$ cat config.mk
export PLATFORM = sky130hd
export DESIGN_NAME = rts_seq_flat
export DESIGN_NICKNAME = d
export VERILOG_FILES = /design/src/rtl/core/rts_pkg.sv /design/src/rtl/core/rts_if.sv /design/src/rtl/core/rts_seq.sv /design/src/flat_wrapper.sv
export SDC_FILE = /design/constraint.sdc
export NUM_CORES = 1
export LEC_CHECK = 0
export BUFFER_PORTS_ARGS = -buffer_cell sky130_fd_sc_hd__buf_2
export CORE_MARGIN = 5
export CORE_UTILIZATION = 40
export DETAILED_ROUTE_END_ITERATION = 10
export PLACE_DENSITY = 0.71
export SETUP_SLACK_MARGIN = 0.2
export SYNTH_ARGS = -nofsm -noshare
export SYNTH_HDL_FRONTEND = slang
export SYNTH_SLANG_ARGS = --single-unit
$ cat constraint.sdc
create_clock -name clk -period 5.2 [get_ports clk]
set_input_delay 1.04 -clock clk [delete_from_list [all_inputs] [get_ports clk]]
set_output_delay 1.04 -clock clk [all_outputs]
set_load 0.02 [all_outputs]
$ cat src/rtl/core/rts_pkg.sv
package rts_pkg;

  // Default depth of one pixel row in the row store.
  localparam int DEF_MAX_WIDTH = 1024;

  // Configuration register widths and reset values.
  localparam int WIDTH_REG_W  = 11;
  localparam int HEIGHT_W     = 16;
  localparam int CFG_DATA_W   = 16;
  localparam logic [WIDTH_REG_W-1:0] WIDTH_RESET  = 11'd16;
  localparam logic [HEIGHT_W-1:0]    HEIGHT_RESET = 16'd16;

  // Tile geometry: 4x4 pixels, emitted as two planes of 16 words each.
  localparam int TILE_DIM       = 4;
  localparam int WORDS_PER_TILE = 32;
  localparam int WORD_IDX_W     = 5;

  localparam int CHAN_W  = 8;
  localparam int PIXEL_W = 4 * CHAN_W;

  typedef enum logic [0:0] {
    CFG_IMAGE_WIDTH  = 1'b0,
    CFG_IMAGE_HEIGHT = 1'b1
  } cfg_reg_t;

  // Row store word layout: red in the low byte, alpha in the high byte.
  typedef struct packed {
    logic [CHAN_W-1:0] alpha;
    logic [CHAN_W-1:0] blue;
    logic [CHAN_W-1:0] green;
    logic [CHAN_W-1:0] red;
  } pixel_t;

endpackage

$ cat src/rtl/core/rts_if.sv
interface pixel_if import rts_pkg::*; ();
  logic              valid;
  logic              ready;
  logic [CHAN_W-1:0] red;
  logic [CHAN_W-1:0] green;
  logic [CHAN_W-1:0] blue;
  logic [CHAN_W-1:0] alpha;

  modport source (output valid, output red, output green, output blue, output alpha,
                  input ready);
  modport sink   (input valid, input red, input green, input blue, input alpha,
                  output ready);
endinterface

interface word_if import rts_pkg::*; ();
  logic              valid;
  logic              ready;
  logic [CHAN_W-1:0] high_byte;
  logic [CHAN_W-1:0] low_byte;
  logic              last_of_tile;
  logic              last_of_image;

  modport source (output valid, output high_byte, output low_byte, output last_of_tile,
                  output last_of_image, input ready);
  modport sink   (input valid, input high_byte, input low_byte, input last_of_tile,
                  input last_of_image, output ready);
endinterface


$ cat src/rtl/core/rts_seq.sv
module rts_seq import rts_pkg::*; #(
  parameter int MAX_WIDTH = DEF_MAX_WIDTH
) (
  input  logic                                   clk,
  input  logic                                   rst,
  input  logic [WIDTH_REG_W-1:0]                 eff_width_lo,
  input  logic                                   eff_width_full,
  input  logic [HEIGHT_W-1:0]                    eff_height,
  pixel_if.sink                                  pixel,
  word_if.source                                 word,
  output logic                                   wr_en,
  output logic [$clog2(TILE_DIM*MAX_WIDTH)-1:0]  wr_addr,
  output pixel_t                                 wr_data,
  output logic                                   rd_en,
  output logic [$clog2(TILE_DIM*MAX_WIDTH)-1:0]  rd_addr,
  input  pixel_t                                 rd_data
);

  localparam int XW  = $clog2(MAX_WIDTH);
  localparam int AW  = $clog2(TILE_DIM * MAX_WIDTH);
  localparam int PW  = XW + 1;
  localparam int CMW = (PW > WIDTH_REG_W + 1) ? PW : WIDTH_REG_W + 1;
  localparam logic [WORD_IDX_W-1:0] LAST_WORD = WORD_IDX_W'(WORDS_PER_TILE - 1);

  // Effective width as a compare-wide value; "full" means exactly MAX_WIDTH.
  logic [CMW-1:0] w_cmp;
  assign w_cmp = eff_width_full ? CMW'(MAX_WIDTH) : CMW'(eff_width_lo);

  // Raster position counters.
  logic [XW-1:0]       col;
  logic [HEIGHT_W-1:0] row;

  // Tile emission state.
  logic                  emitting;
  logic [WORD_IDX_W-1:0] k;
  logic [XW-1:0]         bx;
  logic [HEIGHT_W-1:0]   by;
  logic                  img_last;

  // Read stage and output register.
  logic s1_v, s1_zero, s1_plane, s1_last_tile, s1_last_img;
  logic out_v;

  logic row_end, img_end, closes, accept, issue, adv;
  logic [1:0]          ix, iy;
  logic [PW-1:0]       px;
  logic [HEIGHT_W:0]   py;
  logic                rd_zero;

  assign accept = pixel.valid && pixel.ready;
  assign pixel.ready = !emitting;

  assign row_end = (CMW'(col) + CMW'(1)) >= w_cmp;
  assign img_end = ({1'b0, row} + 17'd1) >= {1'b0, eff_height};
  assign closes  = ((col[1:0] == 2'd3) || row_end) && ((row[1:0] == 2'd3) || img_end);

  assign wr_en   = accept;
  assign wr_addr = AW'(row[1:0]) * AW'(MAX_WIDTH) + AW'(col);
  assign wr_data = '{alpha: pixel.alpha, blue: pixel.blue, green: pixel.green,
                     red: pixel.red};

  // Pixel position of the word being read; positions off the image read as zero.
  assign ix = k[1:0];
  assign iy = k[3:2];
  assign px = {1'b0, bx} + PW'(ix);
  assign py = {1'b0, by} + 17'(iy);
  assign rd_zero = (CMW'(px) >= w_cmp) || (py >= {1'b0, eff_height}) ||
                   (CMW'(px) >= CMW'(MAX_WIDTH));

  assign adv   = s1_v && (!out_v || word.ready);
  assign issue = emitting && (!s1_v || adv);
  assign rd_en   = issue;
  assign rd_addr = AW'(iy) * AW'(MAX_WIDTH) + AW'(px[XW-1:0]);

  always_ff @(posedge clk) begin
    if (rst) begin
      col      <= '0;
      row      <= '0;
      emitting <= 1'b0;
      k        <= '0;
      s1_v     <= 1'b0;
      out_v    <= 1'b0;
    end else begin
      if (accept) begin
        if (row_end) begin
          col <= '0;
          row <= img_end ? '0 : row + 16'd1;
        end else begin
          col <= col + XW'(1);
        end
        if (closes) begin
          emitting <= 1'b1;
          k        <= '0;
        end
      end
      if (issue) begin
        k <= k + WORD_IDX_W'(1);
        if (k == LAST_WORD) begin
          emitting <= 1'b0;
        end
      end
      if (issue) begin
        s1_v <= 1'b1;
      end else if (adv) begin
        s1_v <= 1'b0;
      end
      if (adv) begin
        out_v <= 1'b1;
      end else if (word.ready) begin
        out_v <= 1'b0;
      end
    end
  end

  // Tile base and per-word tags; payload only, no reset needed.
  always_ff @(posedge clk) begin
    if (accept && closes) begin
      bx       <= col & ~XW'(3);
      by       <= {row[HEIGHT_W-1:2], 2'b00};
      img_last <= row_end && img_end;
    end
    if (issue) begin
      s1_zero      <= rd_zero;
      s1_plane     <= k[4];
      s1_last_tile <= (k == LAST_WORD);
      s1_last_img  <= (k == LAST_WORD) && img_last;
    end
    if (adv) begin
      if (s1_zero) begin
        word.high_byte <= '0;
        word.low_byte  <= '0;
      end else if (s1_plane) begin
        word.high_byte <= rd_data.green;
        word.low_byte  <= rd_data.blue;
      end else begin
        word.high_byte <= rd_data.alpha;
        word.low_byte  <= rd_data.red;
      end
      word.last_of_tile  <= s1_last_tile;
      word.last_of_image <= s1_last_img;
    end
  end

  assign word.valid = out_v;

endmodule
$ cat src/flat_wrapper.sv
// flat-port wrapper written by rule: the top's interface ports become plain ports
module rts_seq_flat import rts_pkg::*;
#(
  parameter int MAX_WIDTH = DEF_MAX_WIDTH
)
  (clk, rst, eff_width_lo, eff_width_full, eff_height, wr_en, wr_addr, wr_data, rd_en, rd_addr, rd_data, pixel_valid, pixel_red, pixel_green, pixel_blue, pixel_alpha, pixel_ready, word_valid, word_high_byte, word_low_byte, word_last_of_tile, word_last_of_image, word_ready);
  pixel_if pixel_i ();
  word_if word_i ();
  input  logic clk;
  input  logic rst;
  input  logic [WIDTH_REG_W-1:0] eff_width_lo;
  input  logic eff_width_full;
  input  logic [HEIGHT_W-1:0] eff_height;
  output logic wr_en;
  output logic [$clog2(TILE_DIM*MAX_WIDTH)-1:0] wr_addr;
  output pixel_t wr_data;
  output logic rd_en;
  output logic [$clog2(TILE_DIM*MAX_WIDTH)-1:0] rd_addr;
  input  pixel_t rd_data;
  input wire logic [$bits(pixel_i.valid)-1:0] pixel_valid;
  input wire logic [$bits(pixel_i.red)-1:0] pixel_red;
  input wire logic [$bits(pixel_i.green)-1:0] pixel_green;
  input wire logic [$bits(pixel_i.blue)-1:0] pixel_blue;
  input wire logic [$bits(pixel_i.alpha)-1:0] pixel_alpha;
  output wire logic [$bits(pixel_i.ready)-1:0] pixel_ready;
  output wire logic [$bits(word_i.valid)-1:0] word_valid;
  output wire logic [$bits(word_i.high_byte)-1:0] word_high_byte;
  output wire logic [$bits(word_i.low_byte)-1:0] word_low_byte;
  output wire logic [$bits(word_i.last_of_tile)-1:0] word_last_of_tile;
  output wire logic [$bits(word_i.last_of_image)-1:0] word_last_of_image;
  input wire logic [$bits(word_i.ready)-1:0] word_ready;
  assign pixel_i.valid = pixel_valid;
  assign pixel_i.red = pixel_red;
  assign pixel_i.green = pixel_green;
  assign pixel_i.blue = pixel_blue;
  assign pixel_i.alpha = pixel_alpha;
  assign pixel_ready = pixel_i.ready;
  assign word_valid = word_i.valid;
  assign word_high_byte = word_i.high_byte;
  assign word_low_byte = word_i.low_byte;
  assign word_last_of_tile = word_i.last_of_tile;
  assign word_last_of_image = word_i.last_of_image;
  assign word_i.ready = word_ready;
  rts_seq #(.MAX_WIDTH(MAX_WIDTH)) u_core (.clk(clk), .rst(rst), .eff_width_lo(eff_width_lo), .eff_width_full(eff_width_full), .eff_height(eff_height), .pixel(pixel_i), .word(word_i), .wr_en(wr_en), .wr_addr(wr_addr), .wr_data(wr_data), .rd_en(rd_en), .rd_addr(rd_addr), .rd_data(rd_data));
endmodule
==> flow_summary_export.csv, run 1 <==
group,metric,value,unit
power,switching_share,0.216,
clock_tree,post_cts_resized,0,
sta,finalCritPeriodShare,0.772,
die,die_h,124,um
synthesis,syn_area,0.00519,mm^2
drt,drt_wl_total,13200,um
synthesis,synth_most_common_cell,"ha_1",
sta,tns,0,ps
global_route,grt_pass1_vias,3970,
drt,drt.antenna.violating_nets,0,
die,num_rows,41,
synthesis,synth_edf_count,45,
sta,setup_ws,1180,ps
synthesis,syn_nets,683,
synthesis,synth.distinct_cells,56,
drt,drc_errors,0,
synthesis,syn_inst,530,
clock_tree,post_cts_buffers,0,
drt,avgRoutedWirePerCell,17.1,um
layout,diodes,0,
clock_tree,cts-htree-levels,3,
place,place_area,0.00560,mm^2
synthesis,yosysWarnings,0,
clock_tree,postCtsHoldBufs,0,
sta,whs,424,ps
die,fp.dieW,124,um
run,drv_cap,0,
sta,finClkSkew,9.64,ps
layout,nets,746,
sta,grt_setup_unrepaired,"false",
synthesis,synth_flop_cell,"edfxtp_1",
die,core,0.0127,mm^2
global_route,grt_pass1_wl,19900,um
global_route,grt_use_total,0.167,
power,clkPwrFrac,0.471,
power,p_int,0.00114,W
drt,drt-initial-drc-count,340,
place,gp_congestion,0.895,
synthesis,synth_top_area_cell,"edfxtp_1",
synthesis,async_flop_share,0,
synthesis,ys_seq_elements,79,
die,design.portCount,174,
drt,route.detailed.vias_per_inst,5.50,
global_route,overflow,0,
global_route,grt_start_max_net_pins,40,
drt,drtPass1Iterations,5,
clock_tree,numCtsBuffers,9,
sta,slew_violations,0,
hold_path,min_delay_path_depth,0,
setup_path,crit_arrival,4030,ps
clock_tree,clkLatencyLatePin,340,ps
setup_path,crit_path_start_kind,"flip-flop",
drt,routed-via-count,4236,
sta,period_needed,4020,ps
synthesis,synth_top_area_frac,0.260,
power,p_sw,0.000313,W
setup_path,critPathKind,"flip-flop to flip-flop",
setup_path,reg2reg_depth,12,
layout,area_growth,14.3,%
sta,tightest_slew,842,ps
sta,clock.fmax,249,MHz
clock_tree,clock_path_buffers,2,
die,start_util,0.410,
sta,hold_violations,0,
synthesis,ys_seq_area_frac,0.391,
layout,layout-drive-gt1-share,0.231,
synthesis,synth.area.top_cells,"edfxtp_1 (26%), ha_1 (14%), dfxtp_1 (13%)",
place,port_buffers,109,
power,ir_drop,0.169,mV
sta,finalSetupViolations,0,
clock_tree,clockRootBuffer,"clkbuf_16",
power,seqPwrFrac,0.454,
power,pwr-share-comb,0.076,
clock_tree,cts_tree,"yes",
sta,slew_headroom,0.439,
clock_tree,clkSlewWorstSetupHoldPaths,60,ps
hold_path,hp-class,"flip-flop to flip-flop",
synthesis,synth_common_cells,"ha_1 (57), edfxtp_1 (45), buf_4 (38)",
power,p_per_area,244,mW/mm^2
status,outcome,"finished, final reports clean",
power,p_leak,2.60,nW
layout,postLayoutCellArea,0.00593,mm^2
setup_path,critPathMaxFanout,21,
setup_path,worstPathRequired,5220,ps
place,place_ws,1260,ps
die,die-area,0.0154,mm^2
synthesis,syn_area_per_cell,9.79,um^2
clock_tree,clock-sinks,79,
place,place_hpwl,10300,um
global_route,antenna_found_initial,0,
setup_path,cp-end-kind,"flip-flop",
## per-layer routing
metal | vias up | track usage | share of wire
li1 | 2042 | - | -
met1 | 1970 | 0.217 | 0.43
met2 | 181 | 0.266 | 0.46
met3 | 43 | 0.0336 | 0.085
met4 | 0 | 0.0794 | 0.029
met5 | - | 0 | 0
## area by class of cell
| class | count | area, um^2 |
|---|---|---|
| inverters | 23 | 86.3 |
| well taps | 172 | 215 |
| repair buffers | 112 | 568 |
| fillers | 1207 | 6740 |
| flip-flops and latches | 79 | 2030 |
| multi-input cells | 368 | 2700 |
| clock buffers | 13 | 283 |
| clock inverters | 3 | 47.5 |
## cell usage in the layout, fill, tap and decap left out, types with 14 or more instances in the layout
cell and n:
buf_2 109, nand3_1 27, nand4_1 16, ha_1 57, inv_1 22, a21oi_1 31, nor2_1 29, dfxtp_1 34
edfxtp_1 45, nand2_1 31, o21ai_0 16, mux2i_1 17, nand2b_1 14
## path summary, 6_finish.rpt
| check | startpoint | to | slack, ps |
|---|---|---|---|
| worst max-delay path | u_core.col[0] | u_core.by[10] | 1180 |
| worst min-delay path | u_core.s1_last_img | u_core.word.last_of_image | 420 |
| worst max register to register | u_core.col[0] | u_core.by[10] | 1180 |
| worst min register to register | u_core.s1_last_img | u_core.word.last_of_image | 420 |
## critical path, stage by stage (launching register included)
cell and delay, ps:
dfxtp_1 360, ha_1 280, and3_1 220, and3_1 230
and3_1 240, and3_1 210, ha_1 330, and3_2 240
nand3_4 110, nor4_4 510, o31ai_1 180, a21oi_2 400
buf_4 360
## cells by family after synthesis
family / synth area share
simple gates: 0.186
compound gates: 0.126
buf+inv: 0.0889
flops: 0.391
fa+ha+maj: 0.137
xor+xnor: 0.0371
mux: 0.0328
## registers in the layout, indices dropped and copies added, names as in the netlist, 5 cells and up
register	flops
u_core.by	14
u_core.bx	8
u_core.row	16
u_core.col	10
u_core.k	5
u_core.word.high_byte	8
u_core.word.low_byte	8
## power groups by stage
stage	clock network [W]	registers (W)	logic [W]
floorplan	0	0.000672	0.0000980
global placement	0	0.000671	0.000105
detailed placement	0	0.000671	0.000108
CTS	0.000695	0.000658	0.000110
global route	0.000726	0.000658	0.000122
finish	0.000682	0.000658	0.000109
## metrics by stage
stage          power (W)  std cells   util
5_1_grt          0.00151        770  0.468
6_report         0.00145        770  0.468
2_1_floorplan   0.000770        530      -
4_1_cts          0.00146        770  0.468
3_3_place_gp    0.000776        754  0.442
3_5_place_dp    0.000780        754  0.442
No activity file was read; power rests on OpenSTA's default activity.
==> run 2, diff against run 1 <==
Settings changed: PLACE_DENSITY 0.71 to 0.73.
Clock period 5.2 ns to 3.53 ns, I/O delays scaled along.
==> run 2 against run 1 <==
Net effect: count of clock-buffer cells in the layout decreased by 2; non-clock buffer count rose by 38; setup slack worse by 890 ps; final cell count rose by 4.9%; sequential share of layout area shrank 2.5 points; fmax increased by 24%; register-to-register slack got worse by 890 ps; clock skew hardly changed.
==> flow_summary_export.csv, run 2 (same netlist as run 1, synthesis figures left out) <==
group,metric,value,unit
layout,nFillCells,1152,
sta,period_needed,3240,ps
sta,hold_violations,0,
clock_tree,cts-htree-levels,3,
drt,drt.antenna.violating_nets,0,
place,gp_congestion,0.841,
drt,drc_errors,0,
power,p_leak,2.80,nW
power,p_sw,0.000459,W
power,pwr-share-comb,0.081,
drt,routed-via-count,4398,
status,outcome,"finished, final reports clean",
clock_tree,numCtsBuffers,9,
place,place_hpwl,10200,um
run,drv_cap,0,
clock_tree,clock_path_buffers,2,
clock_tree,clkLatencyLatePin,340,ps
power,p_per_area,330,mW/mm^2
die,num_rows,41,
setup_path,cp-end-kind,"flip-flop",
sta,finalSetupViolations,0,
clock_tree,cts_tree,"yes",
global_route,grt_use_total,0.177,
global_route,overflow,0,
layout,regMostFlops,"u_core.row",
clock_tree,clockRootBuffer,"clkbuf_16",
setup_path,worstPathRequired,3770,ps
global_route,grt_pass1_vias,4264,
die,core,0.0127,mm^2
layout,multi_input_area,0.00289,mm^2
layout,nets,784,
die,fp.dieW,124,um
sta,finalCritPeriodShare,0.917,
die,die-area,0.0154,mm^2
setup_path,critPathMaxFanout,5,
sta,slew_headroom,0.427,
clock_tree,clock-sinks,79,
layout,layout_common_cells,"buf_2 (110), ha_1 (54), edfxtp_1 (45), buf_4 (32), nand2_1 (31)",
sta,slew_violations,0,
layout,layout-drive-gt1-share,0.330,
sta,finClkSkew,9.63,ps
drt,route.detailed.vias_per_inst,5.44,
power,clkPwrFrac,0.466,
layout,final_cells,808,
layout,largestRegisters,"u_core.row (16), u_core.by (14), u_core.col (10)",
layout,largest_reg_flops,16,
die,design.portCount,174,
clock_tree,clkSlewWorstSetupHoldPaths,60,ps
drt,drtPass1Iterations,4,
power,ir_drop,0.202,mV
sta,clock.fmax,309,MHz
global_route,antenna_found_initial,0,
die,die_h,124,um
place,port_buffers,109,
layout,seq_area,0.00206,mm^2
sta,tightest_slew,859,ps
drt,drt_wl_total,14000,um
hold_path,hp-class,"flip-flop to flip-flop",
drt,drt-initial-drc-count,219,
setup_path,critPathKind,"flip-flop to flip-flop",
layout,area_growth,24.7,%
power,total_power,0.00213,W
clock_tree,postCtsHoldBufs,0,
global_route,grt_pass1_wl,21400,um
layout,diodes,0,
power,switching_share,0.215,
global_route,grt_start_max_net_pins,40,
die,start_util,0.410,
setup_path,crit_path_start_kind,"flip-flop",
power,p_int,0.00168,W
layout,final_common_cell,"buf_2",
sta,grt_setup_unrepaired,"false",
place,dp_cells,771,
drt,avgRoutedWirePerCell,17.4,um
setup_path,crit_arrival,3470,ps
power,seqPwrFrac,0.453,
==> run 2: changes by cell type in the layout (fill, tap and decap cells not counted), sizes merged <==
cell,change
buf,+37
bufinv,+1
clkbuf,-1
clkinv,+1
==> run 2: path summary, 6_finish.rpt <==
check | depth (start not counted) | endpoint | slack [ps] | start
worst max-delay path | 14 | u_core.k[2] | 290 | u_core.col[0]
worst min-delay path | 0 | u_core.word.last_of_image | 420 | u_core.s1_last_img
worst max register to register | 14 | u_core.k[2] | 290 | u_core.col[0]
worst min register to register | 0 | u_core.word.last_of_image | 420 | u_core.s1_last_img
==> run 2: final cells by class <==
cell class | count | area share
clock buffer | 11 | 0.0375
clock inverter | 5 | 0.0110
inverter | 23 | 0.0133
multi-input combinational | 368 | 0.446
sequential | 79 | 0.318
tap | 172 | 0.0332
timing repair buffer | 150 | 0.141
==> run 2: power groups by stage <==
| stage | logic [W] | clock network (W) | registers, W |
|---|---|---|---|
| finish | 0.000173 | 0.000994 | 0.000967 |
| global route | 0.000193 | 0.00105 | 0.000966 |
| CTS | 0.000167 | 0.00101 | 0.000970 |
| detailed placement | 0.000161 | 0 | 0.000990 |
| global placement | 0.000153 | 0 | 0.000989 |
| floorplan | 0.000146 | 0 | 0.000992 |
==> run 2: per-stage QoR <==
step	hold slack [ps]	setup WS, ps	setup TNS, ps	utilization	area (um^2)
2_1_floorplan	400	206	0	-	5240
3_3_place_gp	417	172	0	0.457	5780
3_5_place_dp	408	-7.15	-7.15	0.457	5780
4_1_cts	421	210	0	0.489	6200
5_1_grt	427	177	0	0.511	6470
6_report	419	293	0	0.511	6470
==> run 2: critical path: stages, from the launching register on <==
cell and delay (ps):
dfxtp_4 370, ha_4 150, and3_4 190, and3_4 210, and3_4 210, and3_4 200
ha_4 200, and3_4 190, a221o_1 310, o21bai_4 200, o31ai_4 320, a21oi_4 60
buf_4 160, buf_4 150, o41ai_4 200
==> run 2: timing repair <==
item                                    CTS  global route
hold endpoints to repair                  0             0
pin swaps                                 8             5
resized for setup                        11            35
endpoints found under the setup margin   38            48
cloned                                    0             4
buffers inserted                          4            13
==> run 2: per-layer routing <==
metal / vias up / share of wire / track usage / wire length, um
met2: 146 / 0.50 / 0.299 / 7070
met1: 2098 / 0.42 / 0.221 / 5860
met3: 34 / 0.055 / 0.0327 / 767
met5: - / 0 / 0 / 0
met4: 0 / 0.023 / 0.0794 / 323
li1: 2120 / - / - / -
==> run 3, diff against run 2 <==
Settings changed: CORE_UTILIZATION 40 to 46, PLACE_DENSITY 0.73 to 0.82.
==> run 3 against run 2 <==
Net effect: register-to-register slack worse by 150 ps; die area down 12%; power down 1.8%; cell area down 0.58%; sequential power about the same; core utilization up 7.8 points; clock skew down 2.6 ps; routed wire length up 0.72%; first-iteration DRC count up 55%; fmax down 4.3%; count of clock-buffer cells in the layout down 2; critical path type unchanged; largest power group is now sequential cells.
==> flow_summary_export.csv, run 3 (same netlist as run 1, synthesis figures left out) <==
group,metric,value,unit
status,outcome,"finished, final reports clean",
clock_tree,clkSlewWorstSetupHoldPaths,60,ps
clock_tree,clockRootBuffer,"clkbuf_16",
die,core,0.0109,mm^2
drt,avgRoutedWirePerCell,18.4,um
sta,period_needed,3380,ps
die,fp.dieW,116,um
layout,final_cells,769,
clock_tree,numCtsBuffers,9,
layout,layout_common_cells,"buf_2 (110), ha_1 (53), edfxtp_1 (45), nand2_1 (29), a21oi_1 (29)",
clock_tree,clock-sinks,79,
sta,tns,0,ps
place,gp_congestion,0.872,
sta,slew_headroom,0.428,
place,dp_cells,736,
layout,largest_reg_flops,16,
global_route,antenna_found_initial,0,
power,p_per_area,326,mW/mm^2
power,p_leak,2.79,nW
layout,regMostFlops,"u_core.row",
die,start_util,0.475,
sta,finalCritPeriodShare,0.958,
drt,drt.antenna.violating_nets,0,
layout,area_growth,24.0,%
power,clkPwrFrac,0.458,
power,p_int,0.00160,W
layout,final_common_cell,"buf_2",
place,port_buffers,109,
drt,drtPass1Iterations,5,
layout,layout-drive-gt1-share,0.324,
setup_path,slowest_stage,"a21oi_4",
layout,largestRegisters,"u_core.row (16), u_core.by (14), u_core.col (10)",
layout,nets,777,
setup_path,crit_path_start_kind,"flip-flop",
clock_tree,clock_path_buffers,2,
run,drv_cap,0,
drt,drc_errors,0,
global_route,grt_start_max_net_pins,40,
sta,finClkSkew,7.02,ps
die,die-area,0.0135,mm^2
power,pwr-share-comb,0.081,
drt,drt_wl_total,14100,um
clock_tree,postCtsHoldBufs,0,
power,ir_drop,0.301,mV
global_route,grt_pass1_vias,4368,
clock_tree,clkLatencyLatePin,340,ps
die,num_rows,38,
clock_tree,cts-htree-levels,3,
setup_path,path_buf_inv,1,
clock_tree,cts_tree,"yes",
drt,drt-initial-drc-count,339,
sta,clock.fmax,296,MHz
setup_path,crit_arrival,3440,ps
sta,finalSetupViolations,0,
sta,tightest_slew,858,ps
global_route,grt_pass1_wl,20900,um
die,die_h,116,um
global_route,overflow,0,
power,switching_share,0.239,
sta,hold_violations,0,
place,place_hpwl,9800,um
sta,slew_violations,0,
hold_path,hp-class,"flip-flop to flip-flop",
setup_path,path_delay_family,"simple AND/OR/NAND/NOR gates",
sta,grt_setup_unrepaired,"true",
setup_path,critPathKind,"flip-flop to flip-flop",
setup_path,worstPathRequired,3590,ps
drt,route.detailed.vias_per_inst,5.89,
setup_path,cp-end-kind,"flip-flop",
power,seqPwrFrac,0.461,
layout,diodes,0,
drt,routed-via-count,4527,
global_route,grt_use_total,0.195,
die,design.portCount,174,
setup_path,path_cells,"ha_4 -> and4_4 -> nand3_4 -> nor2_4 -> nand3_4 -> xnor2_4 -> ha_4 -> and4_4 -> o2111ai_4 -> o2111ai_2 -> a21oi_4 -> a21oi_4 -> clkbuf_16",
setup_path,critPathMaxFanout,7,
setup_path,critPathMaxStageDelay,400,ps
power,p_sw,0.000501,W
run 3: changes by cell type in the layout (fill, tap and decap cells not counted), sizes merged:
cell	change
inv	+4
buf	-8
clkinvlp	+1
bufinv	-1
clkinv	-2
clkbuf	-1
run 3: path summary, 6_finish.rpt:
path                                    startpoint                        end  slack [ps]  depth (start not counted)
worst max register to register       u_core.row[0]               u_core.by[4]         150                         13
worst min register to register  u_core.s1_last_img  u_core.word.last_of_image         430                          0
worst min-delay path            u_core.s1_last_img  u_core.word.last_of_image         430                          0
worst max-delay path                 u_core.row[0]               u_core.by[4]         150                         13
run 3: power groups by stage:
| stage | Combinational (W) | Clock, W | Sequential [W] |
|---|---|---|---|
| 2_1_floorplan | 0.000146 | 0 | 0.000992 |
| 3_3_place_gp | 0.000152 | 0 | 0.000989 |
| 3_5_place_dp | 0.000160 | 0 | 0.000990 |
| 4_1_cts | 0.000164 | 0.000963 | 0.000970 |
| 5_1_grt | 0.000191 | 0.00101 | 0.000966 |
| 6_report | 0.000170 | 0.000960 | 0.000966 |
run 3: worst reg2reg max path, cell delays in order, from the launching register on:
cell and delay (ps):
dfxtp_4 390, ha_4 160, and4_4 240, nand3_4 100, nor2_4 200, nand3_4 120, xnor2_4 190, ha_4 280
and4_4 260, o2111ai_4 110, o2111ai_2 280, a21oi_4 110, a21oi_4 410, clkbuf_16 240
run 3: timing repair:
action,CTS,global route
setup endpoints to repair,46,50
buffers inserted,5,8
hold endpoints to repair,0,0
gates cloned,0,4
resized for setup,13,38
pin swaps,5,23
run 3: per-layer routing:
layer | wire length, um | track usage | vias up | share of wire
met3 | 1220 | 0.0404 | 50 | 0.086
met5 | 0 | 0 | - | 0
met4 | 507 | 0.0750 | 0 | 0.036
li1 | - | - | 2118 | -
met1 | 5420 | 0.243 | 2094 | 0.38
met2 | 6980 | 0.334 | 265 | 0.49
run 3: layout make-up:
type,instances,area [um^2]
flip-flops and latches,79,2060
multi-input cells,368,2950
clock inverters,7,76.3
repair buffers,143,870
fillers,875,4500
clock buffers,9,225
inverters,23,86.3
well taps,140,175
run 3: through the flow:
step	hold WS, ps	utilization	area (um^2)	total power (W)	worst slack (ps)
CTS	426	0.561	6140	0.00210	186
global route	436	0.589	6440	0.00216	62.9
detailed placement	412	0.523	5720	0.00115	21.3
finish	430	0.589	6440	0.00210	148
global placement	408	0.523	5720	0.00114	191
floorplan	400	-	5240	0.00114	206
